## src/hdl/ljps_pkg.sv

```systemverilog
`timescale 1ns / 1ps
// ----------------------------------------------------------------------------
// Leading jet pair selector package
// Shared constants and types for the leading jet pair selector.
// ----------------------------------------------------------------------------
package ljps_pkg;

    localparam int ETA_W    = 14;
    localparam int PHI_W    = 13;
    localparam int PT_W     = 16;
    localparam int SPREAD_W = 16;
    localparam int BETA_W   = 13;
    localparam int TAG_W    = 3;
    localparam int INDEX_W  = 8;
    localparam int RADIUS_W = 24;
    localparam int CFG_W    = 24;
    localparam int CFG_IDX_W = 3;

    localparam logic [ETA_W-1:0] ETA_BARREL = 14'd1536;
    localparam logic [ETA_W-1:0] ETA_ENDCAP = 14'd4096;
    localparam logic [PHI_W:0]   PI_FX      = 14'd3217;
    localparam logic [PHI_W:0]   TWO_PI_FX  = 14'd6434;

    localparam logic [CFG_IDX_W-1:0] CFG_SPREAD_BARREL = 3'd0;
    localparam logic [CFG_IDX_W-1:0] CFG_BETA_BARREL   = 3'd1;
    localparam logic [CFG_IDX_W-1:0] CFG_SPREAD_ENDCAP = 3'd2;
    localparam logic [CFG_IDX_W-1:0] CFG_BETA_ENDCAP   = 3'd3;
    localparam logic [CFG_IDX_W-1:0] CFG_MATCH_RADIUS  = 3'd4;
    localparam logic [CFG_IDX_W-1:0] CFG_VETO_MODE     = 3'd5;

    localparam logic VETO_OWN_PICKS = 1'b0;
    localparam logic KIND_JET       = 1'b0;

    typedef struct packed {
        logic [SPREAD_W-1:0] spread_max_barrel;
        logic [BETA_W-1:0]   beta_limit_barrel;
        logic [SPREAD_W-1:0] spread_max_endcap;
        logic [BETA_W-1:0]   beta_limit_endcap;
    } pileup_cfg_t;

endpackage

```

## src/hdl/ljps_pileup.sv

```systemverilog
`timescale 1ns / 1ps
// ----------------------------------------------------------------------------
// Pileup check
// Passes a jet whose spread and beta lie below the limits of its eta region.
// ----------------------------------------------------------------------------
module ljps_pileup
(
    input  ljps_pkg::pileup_cfg_t              cfg,
    input  logic signed [ljps_pkg::ETA_W-1:0]  eta,
    input  logic [ljps_pkg::SPREAD_W-1:0]      mean_sq_spread,
    input  logic [ljps_pkg::BETA_W-1:0]        beta_star,
    output logic                               pass
);
    import ljps_pkg::*;

    logic [ETA_W-1:0] abs_eta;

    always_comb
    begin
        abs_eta = eta[ETA_W-1] ? (~eta + 1'b1) : eta;
        if (abs_eta < ETA_BARREL)
        begin
            pass = (mean_sq_spread < cfg.spread_max_barrel) &&
                   (beta_star < cfg.beta_limit_barrel);
        end
        else if (abs_eta < ETA_ENDCAP)
        begin
            pass = (mean_sq_spread < cfg.spread_max_endcap) &&
                   (beta_star < cfg.beta_limit_endcap);
        end
        else
        begin
            pass = 1'b0;
        end
    end

endmodule

```

## src/hdl/ljps_overlap.sv

```systemverilog
`timescale 1ns / 1ps
// ----------------------------------------------------------------------------
// Overlap check
// Flags a jet whose squared eta-phi distance to a reference is under the
// squared match radius, with the phi difference wrapped at pi.
// ----------------------------------------------------------------------------
module ljps_overlap
(
    input  logic signed [ljps_pkg::ETA_W-1:0] eta_a,
    input  logic signed [ljps_pkg::PHI_W-1:0] phi_a,
    input  logic signed [ljps_pkg::ETA_W-1:0] eta_b,
    input  logic signed [ljps_pkg::PHI_W-1:0] phi_b,
    input  logic [ljps_pkg::RADIUS_W-1:0]     radius_sq,
    output logic                              hit
);
    import ljps_pkg::*;

    logic signed [ETA_W:0] d_eta;
    logic [ETA_W:0]        abs_deta;
    logic signed [PHI_W:0] d_phi;
    logic [PHI_W:0]        abs_dphi;
    logic [PHI_W:0]        wrap_dphi;
    logic [2*ETA_W+2:0]    dist_sq;

    always_comb
    begin
        d_eta    = {eta_a[ETA_W-1], eta_a} - {eta_b[ETA_W-1], eta_b};
        abs_deta = d_eta[ETA_W] ? (~d_eta + 1'b1) : d_eta;
        d_phi    = {phi_a[PHI_W-1], phi_a} - {phi_b[PHI_W-1], phi_b};
        abs_dphi = d_phi[PHI_W] ? (~d_phi + 1'b1) : d_phi;
        // One wrap step always lands within pi for 13-bit phi inputs.
        if (abs_dphi > PI_FX)
        begin
            wrap_dphi = (abs_dphi > TWO_PI_FX) ? (abs_dphi - TWO_PI_FX)
                                               : (TWO_PI_FX - abs_dphi);
        end
        else
        begin
            wrap_dphi = abs_dphi;
        end
        dist_sq = ((2*ETA_W+3)'(abs_deta) * (2*ETA_W+3)'(abs_deta)) +
                  ((2*ETA_W+3)'(wrap_dphi) * (2*ETA_W+3)'(wrap_dphi));
        hit = dist_sq < (2*ETA_W+3)'(radius_sq);
    end

endmodule

```

## src/hdl/leading_jet_pair_selector.sv

```systemverilog
`timescale 1ns / 1ps
// ----------------------------------------------------------------------------
// Leading jet pair selector
// Filters the jets of an event and keeps the two with the highest momentum,
// reporting both picks on the last jet of the event.
// ----------------------------------------------------------------------------
//  Channel  Direction  Handshake            Word
//  in       input      in_valid/in_stall    one jet or one veto object load
//  out      output     out_valid/out_stall  both picks of one event
//  cfg      input      cfg_write            one limit or mode register
//
//  A word is registered on input and resolved from there; one word is taken
//  every cycle unless a last jet waits; results pass to the result register.
//  The per-event picks feed back into the veto check in own-picks mode.
//  Reset clears the picks, veto slots, position counter and valid flags.
//  A last jet waits in the input register while a held result is stalled.
// ----------------------------------------------------------------------------
module leading_jet_pair_selector
#(
    parameter int MAX_JETS = 256
)
(
    input  logic                                clk,
    input  logic                                rst_n,
    input  logic                                cfg_write,
    input  logic [ljps_pkg::CFG_IDX_W-1:0]      cfg_index,
    input  logic [ljps_pkg::CFG_W-1:0]          cfg_data,
    input  logic                                in_valid,
    output logic                                in_stall,
    input  logic                                kind,
    input  logic [ljps_pkg::PT_W-1:0]           pt,
    input  logic signed [ljps_pkg::ETA_W-1:0]   eta,
    input  logic signed [ljps_pkg::PHI_W-1:0]   phi,
    input  logic [ljps_pkg::SPREAD_W-1:0]       mean_sq_spread,
    input  logic [ljps_pkg::BETA_W-1:0]         beta_star,
    input  logic [ljps_pkg::TAG_W-1:0]          tag_value,
    input  logic                                veto_slot,
    input  logic                                last,
    output logic                                out_valid,
    input  logic                                out_stall,
    output logic                                lead_found,
    output logic [ljps_pkg::INDEX_W-1:0]        lead_index,
    output logic [ljps_pkg::TAG_W-1:0]          lead_tag,
    output logic                                second_found,
    output logic [ljps_pkg::INDEX_W-1:0]        second_index,
    output logic [ljps_pkg::TAG_W-1:0]          second_tag
);
    import ljps_pkg::*;

    localparam int POS_W = (MAX_JETS > 2) ? $clog2(MAX_JETS) : 1;
    localparam logic [POS_W-1:0] POS_LAST = POS_W'(MAX_JETS - 1);

    typedef struct packed {
        logic                    valid;
        logic [INDEX_W-1:0]      index;
        logic [TAG_W-1:0]        tag;
        logic [PT_W-1:0]         pt;
        logic signed [ETA_W-1:0] eta;
        logic signed [PHI_W-1:0] phi;
    } pick_t;

    pileup_cfg_t          pileup_cfg_reg;
    logic [RADIUS_W-1:0]  match_radius_sq_reg;
    logic                 veto_mode_reg;

    logic                    in_vld_reg;
    logic                    in_kind_reg;
    logic [PT_W-1:0]         in_pt_reg;
    logic signed [ETA_W-1:0] in_eta_reg;
    logic signed [PHI_W-1:0] in_phi_reg;
    logic [SPREAD_W-1:0]     in_spread_reg;
    logic [BETA_W-1:0]       in_beta_reg;
    logic [TAG_W-1:0]        in_tag_reg;
    logic                    in_slot_reg;
    logic                    in_last_reg;

    pick_t                   pick_reg [2];
    pick_t                   pick_next [2];
    logic                    veto_valid_reg [2];
    logic signed [ETA_W-1:0] veto_eta_reg [2];
    logic signed [PHI_W-1:0] veto_phi_reg [2];
    logic [POS_W-1:0]        pos_reg;
    logic [POS_W+INDEX_W-1:0] pos_ext;
    logic [INDEX_W-1:0]      jet_index;

    logic                    out_valid_reg;
    logic                    lead_found_reg;
    logic [INDEX_W-1:0]      lead_index_reg;
    logic [TAG_W-1:0]        lead_tag_reg;
    logic                    second_found_reg;
    logic [INDEX_W-1:0]      second_index_reg;
    logic [TAG_W-1:0]        second_tag_reg;

    logic                    ref_valid [2];
    logic signed [ETA_W-1:0] ref_eta [2];
    logic signed [PHI_W-1:0] ref_phi [2];
    logic                    ref_hit [2];
    logic                    pileup_pass;
    logic                    keep;
    logic                    is_jet;
    logic                    gives_result;
    logic                    out_free;
    logic                    advance;
    logic                    proc;
    logic                    in_take;

    ljps_pileup u_pileup
    (
        .cfg            (pileup_cfg_reg),
        .eta            (in_eta_reg),
        .mean_sq_spread (in_spread_reg),
        .beta_star      (in_beta_reg),
        .pass           (pileup_pass)
    );

    for (genvar g = 0; g < 2; g++)
    begin : g_veto
        always_comb
        begin
            if (veto_mode_reg == VETO_OWN_PICKS)
            begin
                ref_valid[g] = pick_reg[g].valid;
                ref_eta[g]   = pick_reg[g].eta;
                ref_phi[g]   = pick_reg[g].phi;
            end
            else
            begin
                ref_valid[g] = veto_valid_reg[g];
                ref_eta[g]   = veto_eta_reg[g];
                ref_phi[g]   = veto_phi_reg[g];
            end
        end

        ljps_overlap u_overlap
        (
            .eta_a     (in_eta_reg),
            .phi_a     (in_phi_reg),
            .eta_b     (ref_eta[g]),
            .phi_b     (ref_phi[g]),
            .radius_sq (match_radius_sq_reg),
            .hit       (ref_hit[g])
        );
    end

    assign is_jet       = (in_kind_reg == KIND_JET);
    assign gives_result = is_jet && in_last_reg;
    assign out_free     = !out_valid_reg || !out_stall;
    assign advance      = !gives_result || out_free;
    assign proc         = in_vld_reg && advance;
    assign in_stall     = in_vld_reg && !advance;
    assign in_take      = in_valid && !in_stall;

    assign keep = pileup_pass && (in_tag_reg != '0) &&
                  !(ref_valid[0] && ref_hit[0]) && !(ref_valid[1] && ref_hit[1]);

    assign pos_ext   = {{INDEX_W{1'b0}}, pos_reg};
    assign jet_index = pos_ext[INDEX_W-1:0];

    always_comb
    begin
        pick_t fresh;
        fresh.valid = 1'b1;
        fresh.index = jet_index;
        fresh.tag   = in_tag_reg;
        fresh.pt    = in_pt_reg;
        fresh.eta   = in_eta_reg;
        fresh.phi   = in_phi_reg;
        pick_next[0] = pick_reg[0];
        pick_next[1] = pick_reg[1];
        if (keep)
        begin
            if (!pick_reg[0].valid)
            begin
                pick_next[0] = fresh;
            end
            else if (in_pt_reg > pick_reg[0].pt)
            begin
                pick_next[1] = pick_reg[0];
                pick_next[0] = fresh;
            end
            else if (!pick_reg[1].valid || (in_pt_reg > pick_reg[1].pt))
            begin
                pick_next[1] = fresh;
            end
        end
    end

    always_ff @(posedge clk or negedge rst_n)
    begin
        if (!rst_n)
        begin
            pileup_cfg_reg.spread_max_barrel <= 16'd4588;
            pileup_cfg_reg.beta_limit_barrel <= 13'd3564;
            pileup_cfg_reg.spread_max_endcap <= 16'd4588;
            pileup_cfg_reg.beta_limit_endcap <= 13'd3482;
            match_radius_sq_reg              <= 24'd262144;
            veto_mode_reg                    <= 1'b0;
        end
        else if (cfg_write)
        begin
            case (cfg_index)
                CFG_SPREAD_BARREL: pileup_cfg_reg.spread_max_barrel <= cfg_data[SPREAD_W-1:0];
                CFG_BETA_BARREL:   pileup_cfg_reg.beta_limit_barrel <= cfg_data[BETA_W-1:0];
                CFG_SPREAD_ENDCAP: pileup_cfg_reg.spread_max_endcap <= cfg_data[SPREAD_W-1:0];
                CFG_BETA_ENDCAP:   pileup_cfg_reg.beta_limit_endcap <= cfg_data[BETA_W-1:0];
                CFG_MATCH_RADIUS:  match_radius_sq_reg <= cfg_data[RADIUS_W-1:0];
                CFG_VETO_MODE:     veto_mode_reg <= cfg_data[0];
                default:           ;
            endcase
        end
    end

    always_ff @(posedge clk or negedge rst_n)
    begin
        if (!rst_n)
        begin
            in_vld_reg <= 1'b0;
        end
        else if (in_take)
        begin
            in_vld_reg <= 1'b1;
        end
        else if (proc)
        begin
            in_vld_reg <= 1'b0;
        end
    end

    always_ff @(posedge clk)
    begin
        if (in_take)
        begin
            in_kind_reg   <= kind;
            in_pt_reg     <= pt;
            in_eta_reg    <= eta;
            in_phi_reg    <= phi;
            in_spread_reg <= mean_sq_spread;
            in_beta_reg   <= beta_star;
            in_tag_reg    <= tag_value;
            in_slot_reg   <= veto_slot;
            in_last_reg   <= last;
        end
    end

    always_ff @(posedge clk or negedge rst_n)
    begin
        if (!rst_n)
        begin
            for (int i = 0; i < 2; i++)
            begin
                pick_reg[i]       <= '0;
                veto_valid_reg[i] <= 1'b0;
                veto_eta_reg[i]   <= '0;
                veto_phi_reg[i]   <= '0;
            end
            pos_reg <= '0;
        end
        else if (proc)
        begin
            if (!is_jet)
            begin
                veto_valid_reg[in_slot_reg] <= 1'b1;
                veto_eta_reg[in_slot_reg]   <= in_eta_reg;
                veto_phi_reg[in_slot_reg]   <= in_phi_reg;
            end
            else if (in_last_reg)
            begin
                for (int i = 0; i < 2; i++)
                begin
                    pick_reg[i]       <= '0;
                    veto_valid_reg[i] <= 1'b0;
                    veto_eta_reg[i]   <= '0;
                    veto_phi_reg[i]   <= '0;
                end
                pos_reg <= '0;
            end
            else
            begin
                pick_reg[0] <= pick_next[0];
                pick_reg[1] <= pick_next[1];
                pos_reg     <= (pos_reg == POS_LAST) ? '0 : (pos_reg + 1'b1);
            end
        end
    end

    always_ff @(posedge clk or negedge rst_n)
    begin
        if (!rst_n)
        begin
            out_valid_reg <= 1'b0;
        end
        else if (proc && gives_result)
        begin
            out_valid_reg <= 1'b1;
        end
        else if (!out_stall)
        begin
            out_valid_reg <= 1'b0;
        end
    end

    always_ff @(posedge clk)
    begin
        if (proc && gives_result)
        begin
            lead_found_reg   <= pick_next[0].valid;
            lead_index_reg   <= pick_next[0].valid ? pick_next[0].index : '0;
            lead_tag_reg     <= pick_next[0].valid ? pick_next[0].tag : '0;
            second_found_reg <= pick_next[1].valid;
            second_index_reg <= pick_next[1].valid ? pick_next[1].index : '0;
            second_tag_reg   <= pick_next[1].valid ? pick_next[1].tag : '0;
        end
    end

    assign out_valid    = out_valid_reg;
    assign lead_found   = lead_found_reg;
    assign lead_index   = lead_index_reg;
    assign lead_tag     = lead_tag_reg;
    assign second_found = second_found_reg;
    assign second_index = second_index_reg;
    assign second_tag   = second_tag_reg;

endmodule

```

## config.mk

```make
export PLATFORM = sky130hd
export DESIGN_NAME = leading_jet_pair_selector
export DESIGN_NICKNAME = d
export VERILOG_FILES = /design/src/hdl/ljps_pkg.sv /design/src/hdl/ljps_pileup.sv /design/src/hdl/ljps_overlap.sv /design/src/hdl/leading_jet_pair_selector.sv
export SDC_FILE = /design/constraint.sdc
export NUM_CORES = 2
export LEC_CHECK = 0
export ABC_AREA = 1
export BUFFER_PORTS_ARGS = -buffer_cell sky130_fd_sc_hd__buf_2
export CORE_ASPECT_RATIO = 2
export CORE_UTILIZATION = 60
export DETAILED_ROUTE_END_ITERATION = 8
export GPL_ROUTABILITY_DRIVEN = 0
export GPL_TIMING_DRIVEN = 0
export PLACE_DENSITY_LB_ADDON = 0.12
export SYNTH_ARGS = -nofsm -noshare
export SYNTH_HDL_FRONTEND = slang
export SYNTH_SLANG_ARGS = --single-unit
```

## constraint.sdc

```tcl
create_clock -name clk -period 14.6 [get_ports clk]
set_input_delay 1.46 -clock clk [delete_from_list [all_inputs] [get_ports clk]]
set_output_delay 1.46 -clock clk [all_outputs]
set_load 0.005 [all_outputs]
```

==> flow_summary.yaml <==
setup_path:
  cp.buffers_inverters: 12
  path_class: "reg -> reg"
  cp_slowest_cell: "xor2_1"
  required_ns: 15.07
  rr_worst_depth: 56
  critPathLaunch: "veto_mode_reg"
  max_stage_delay_ns: 0.60
  critPathMaxFanout: 10
  r2r_slack_ns: 0.37
  cp-end-kind: "flip-flop"
  r2r-start: "veto_mode_reg"
  r2r-end: "lead_index[4]"
  crit_family: "adder cells"
  crit_path_start_kind: "flip-flop"
  cp_common_cell: "nand2_1"
  arrival_ns: 14.70
layout:
  final_util_pct: 64.9
  stdcell_area_um2: 52800
  fin_cells: 7304
  seq_area_um2: 9580
  num-nets-final: 7506
  layout-drive-gt1-share_pct: 7.28
  syn_to_final_growth_pct: 7.42
  largest_register_ffs: 110
  nFillCells: 7152
  multi_input_area_um2: 34100
hold_path:
  min_path_cells: 2
  hp-class: "reg -> reg"
  hold_end: "pileup_cfg_reg[49]"
  hold_start: "pileup_cfg_reg[49]"
status:
  status: "finished clean"
global_route:
  grt_pass1_wl_um: 238000
  grt_pass1_vias: 44400
  grt_usage_pct: 38.5
  antenna_found_initial: 4
  grt_overflow: 0
  grt_start_max_net_pins: 99
sta:
  max_freq_ghz: 0.0703
  drv_slew: 0
  period_share_pct: 97.5
  setup_viol: 0
  timing.clock.skew_ns: 0.0255
  hold-worst-slack_ns: 0.492
  tightest_slew_ns: 1.39
  hold_violations: 0
  slew_headroom_pct: 6.78
  period_needed_ns: 14.23
logic_synthesis:
  syn_inst: 6021
  synth_cell_types: 67
  syn_area_um2: 49100
  syn_avg_cell_area_um2: 8.16
  synth_warnings: 0
  ys_seq_area_share_pct: 19.5
  ys_ff_latch: 361
route:
  drc: 0
  avgRoutedWirePerCell_um: 21.1
  ant_nets: 0
  vias_per_cell: 5.69
  wl_um: 154000
  drt_iter0_markers: 2551
  dr.pass1.iters: 6
  vias: 41600
placed_design:
  hpwl_um: 129000
  placedCellCount: 7233
  placement.io_buffers: 135
  place_area_um2: 51300
clock_network:
  clock_sinks: 361
  numCtsBuffers: 31
  clockBufferDepth: 3
  clk_pin_slew_ns: 0.08
  insertion_delay_ns: 0.66
  root_buffer: "clkbuf_16"
  cts_max_level: 1
  cts_tree: "done"
die:
  rows: 148
  chipHeight_um: 407
  die_width_um: 204
  io_pins: 136
  die_area_um2: 83100
  core-area_um2: 81300
  start_util_pct: 60.4
flow_run:
  maxCapViolCount: 0
[stage by stage]
stage	setup TNS, ns	worst slack [ns]
after global routing	-0.0705	-0.0208
after CTS	0	0.0337
after detailed placement	-184.83	-1.57
after global placement	-173.97	-1.48
final	0	0.368
after floorplan	0	3.25
[timing repair]
action	4_1_cts	5_1_grt
hold buffers	0	0
pin swaps	0	8
buffers inserted	0	11
resized for setup	20	65
setup endpoints to repair	134	134
[worst reg2reg max path: cells and delay by family, from the launching register on]
kind	cells	cell delay, ns
AND/OR/NAND/NOR	19	3.19
XOR/XNOR	1	0.60
buffers and inverters	12	2.00
AO/OA/AOI/OAI	12	2.45
flip-flops	1	0.49
adder cells (fa/ha/maj)	12	5.33
[area by class of cell]
cell class                      instances  area share [%]
Antenna cell                            1         0.00474
Buffer                                154            1.41
Clock buffer                           33            1.48
Clock inverter                         25           0.688
Inverter                             1337            9.56
Multi-Input combinational cell       4193            64.6
Sequential cell                       361            18.2
Tap cell                             1050            2.49
Timing Repair Buffer                  150            1.63
[cell families after synthesis]
logic type      Yosys count  synth area share (%)
other cells               2                0.0153
buf+inv                1491                  11.6
simple gates           2112                  18.2
compound gates          737                  8.48
xor+xnor                139                  2.49
fa+ha+maj              1168                  39.5
flops                   361                  19.5
mux                      11                 0.224
[cells in the final DEF (no fill, tap or decap), types with 9 or more instances in the layout]
master,count
conb_1,26
nor2_1,453
o22ai_1,52
clkbuf_16,31
buf_4,20
clkbuf_1,104
dfrtp_1,228
a31oi_1,10
xnor2_1,38
o21ai_1,19
ha_1,531
mux2i_1,11
a21oi_1,237
nand2_2,30
xor2_1,95
nor3_1,42
fa_1,636
nand3_1,253
clkbuf_4,9
inv_2,34
buf_2,145
a21o_1,20
edfxtp_1,102
clkbuf_2,13
dfstp_2,30
nand2_1,1168
inv_1,1289
nand3b_1,15
o21ai_2,11
o21bai_1,13
o21ai_0,305
nand2_4,10
nor2_2,14
nand4_1,86
[worst max path at each step]
stage,end,slack [ns],cells past startpoint
after floorplan,second_index[7],3.25,60
after global placement,second_index[3],-1.48,58
after detailed placement,second_index[3],-1.57,59
after CTS,second_index[1],0.03,55
after global routing,pick_reg[24],-0.02,61
final,lead_index[4],0.37,56
[cell usage after synthesis (all sizes together)]
library cell	count	area share [%]
ha	532	14
a22oi	1	0.015
o211ai	9	0.15
inv	1331	10
a21boi	5	0.076
a211oi	5	0.076
o21a	6	0.092
nor4	6	0.076
buf	39	0.54
or2	8	0.10
edfxtp	102	6.2
a221oi	1	0.018
and3b	1	0.018
xor2	100	1.8
o22ai	52	0.66
and2	5	0.064
fa	636	26
conb	2	0.015
o221ai	4	0.071
clkinv	6	0.046
nor2	470	3.7
a21oi	249	2.7
a21o	20	0.31
dfrtp	229	12
xnor2	39	0.70
nor3	47	0.51
o2111ai	3	0.053
o2bb2ai	1	0.018
clkbuf	115	0.88
o21ai	342	3.7
o211a	2	0.041
o21bai	13	0.20
a2111oi	2	0.036
nand3b	15	0.23
nand2	1209	9.5
o221a	1	0.023
a31oi	10	0.13
o41ai	2	0.036
nand3	262	2.8
mux2i	11	0.22
dfstp	30	1.6
a31o	2	0.036
nand4	89	1.2
o31ai	7	0.12
[layer usage]
layer,vias up,GRT usage (%),part of all wire (%)
li1,19100,-,-
met5,-,0,0.028
met2,1608,70.6,52
met3,773,7.27,5.9
met1,20100,34.2,30
met4,6,38.0,12
Power is not shown: default switching activity piles up to over one toggle a cycle in this logic, so the estimate is an artifact.
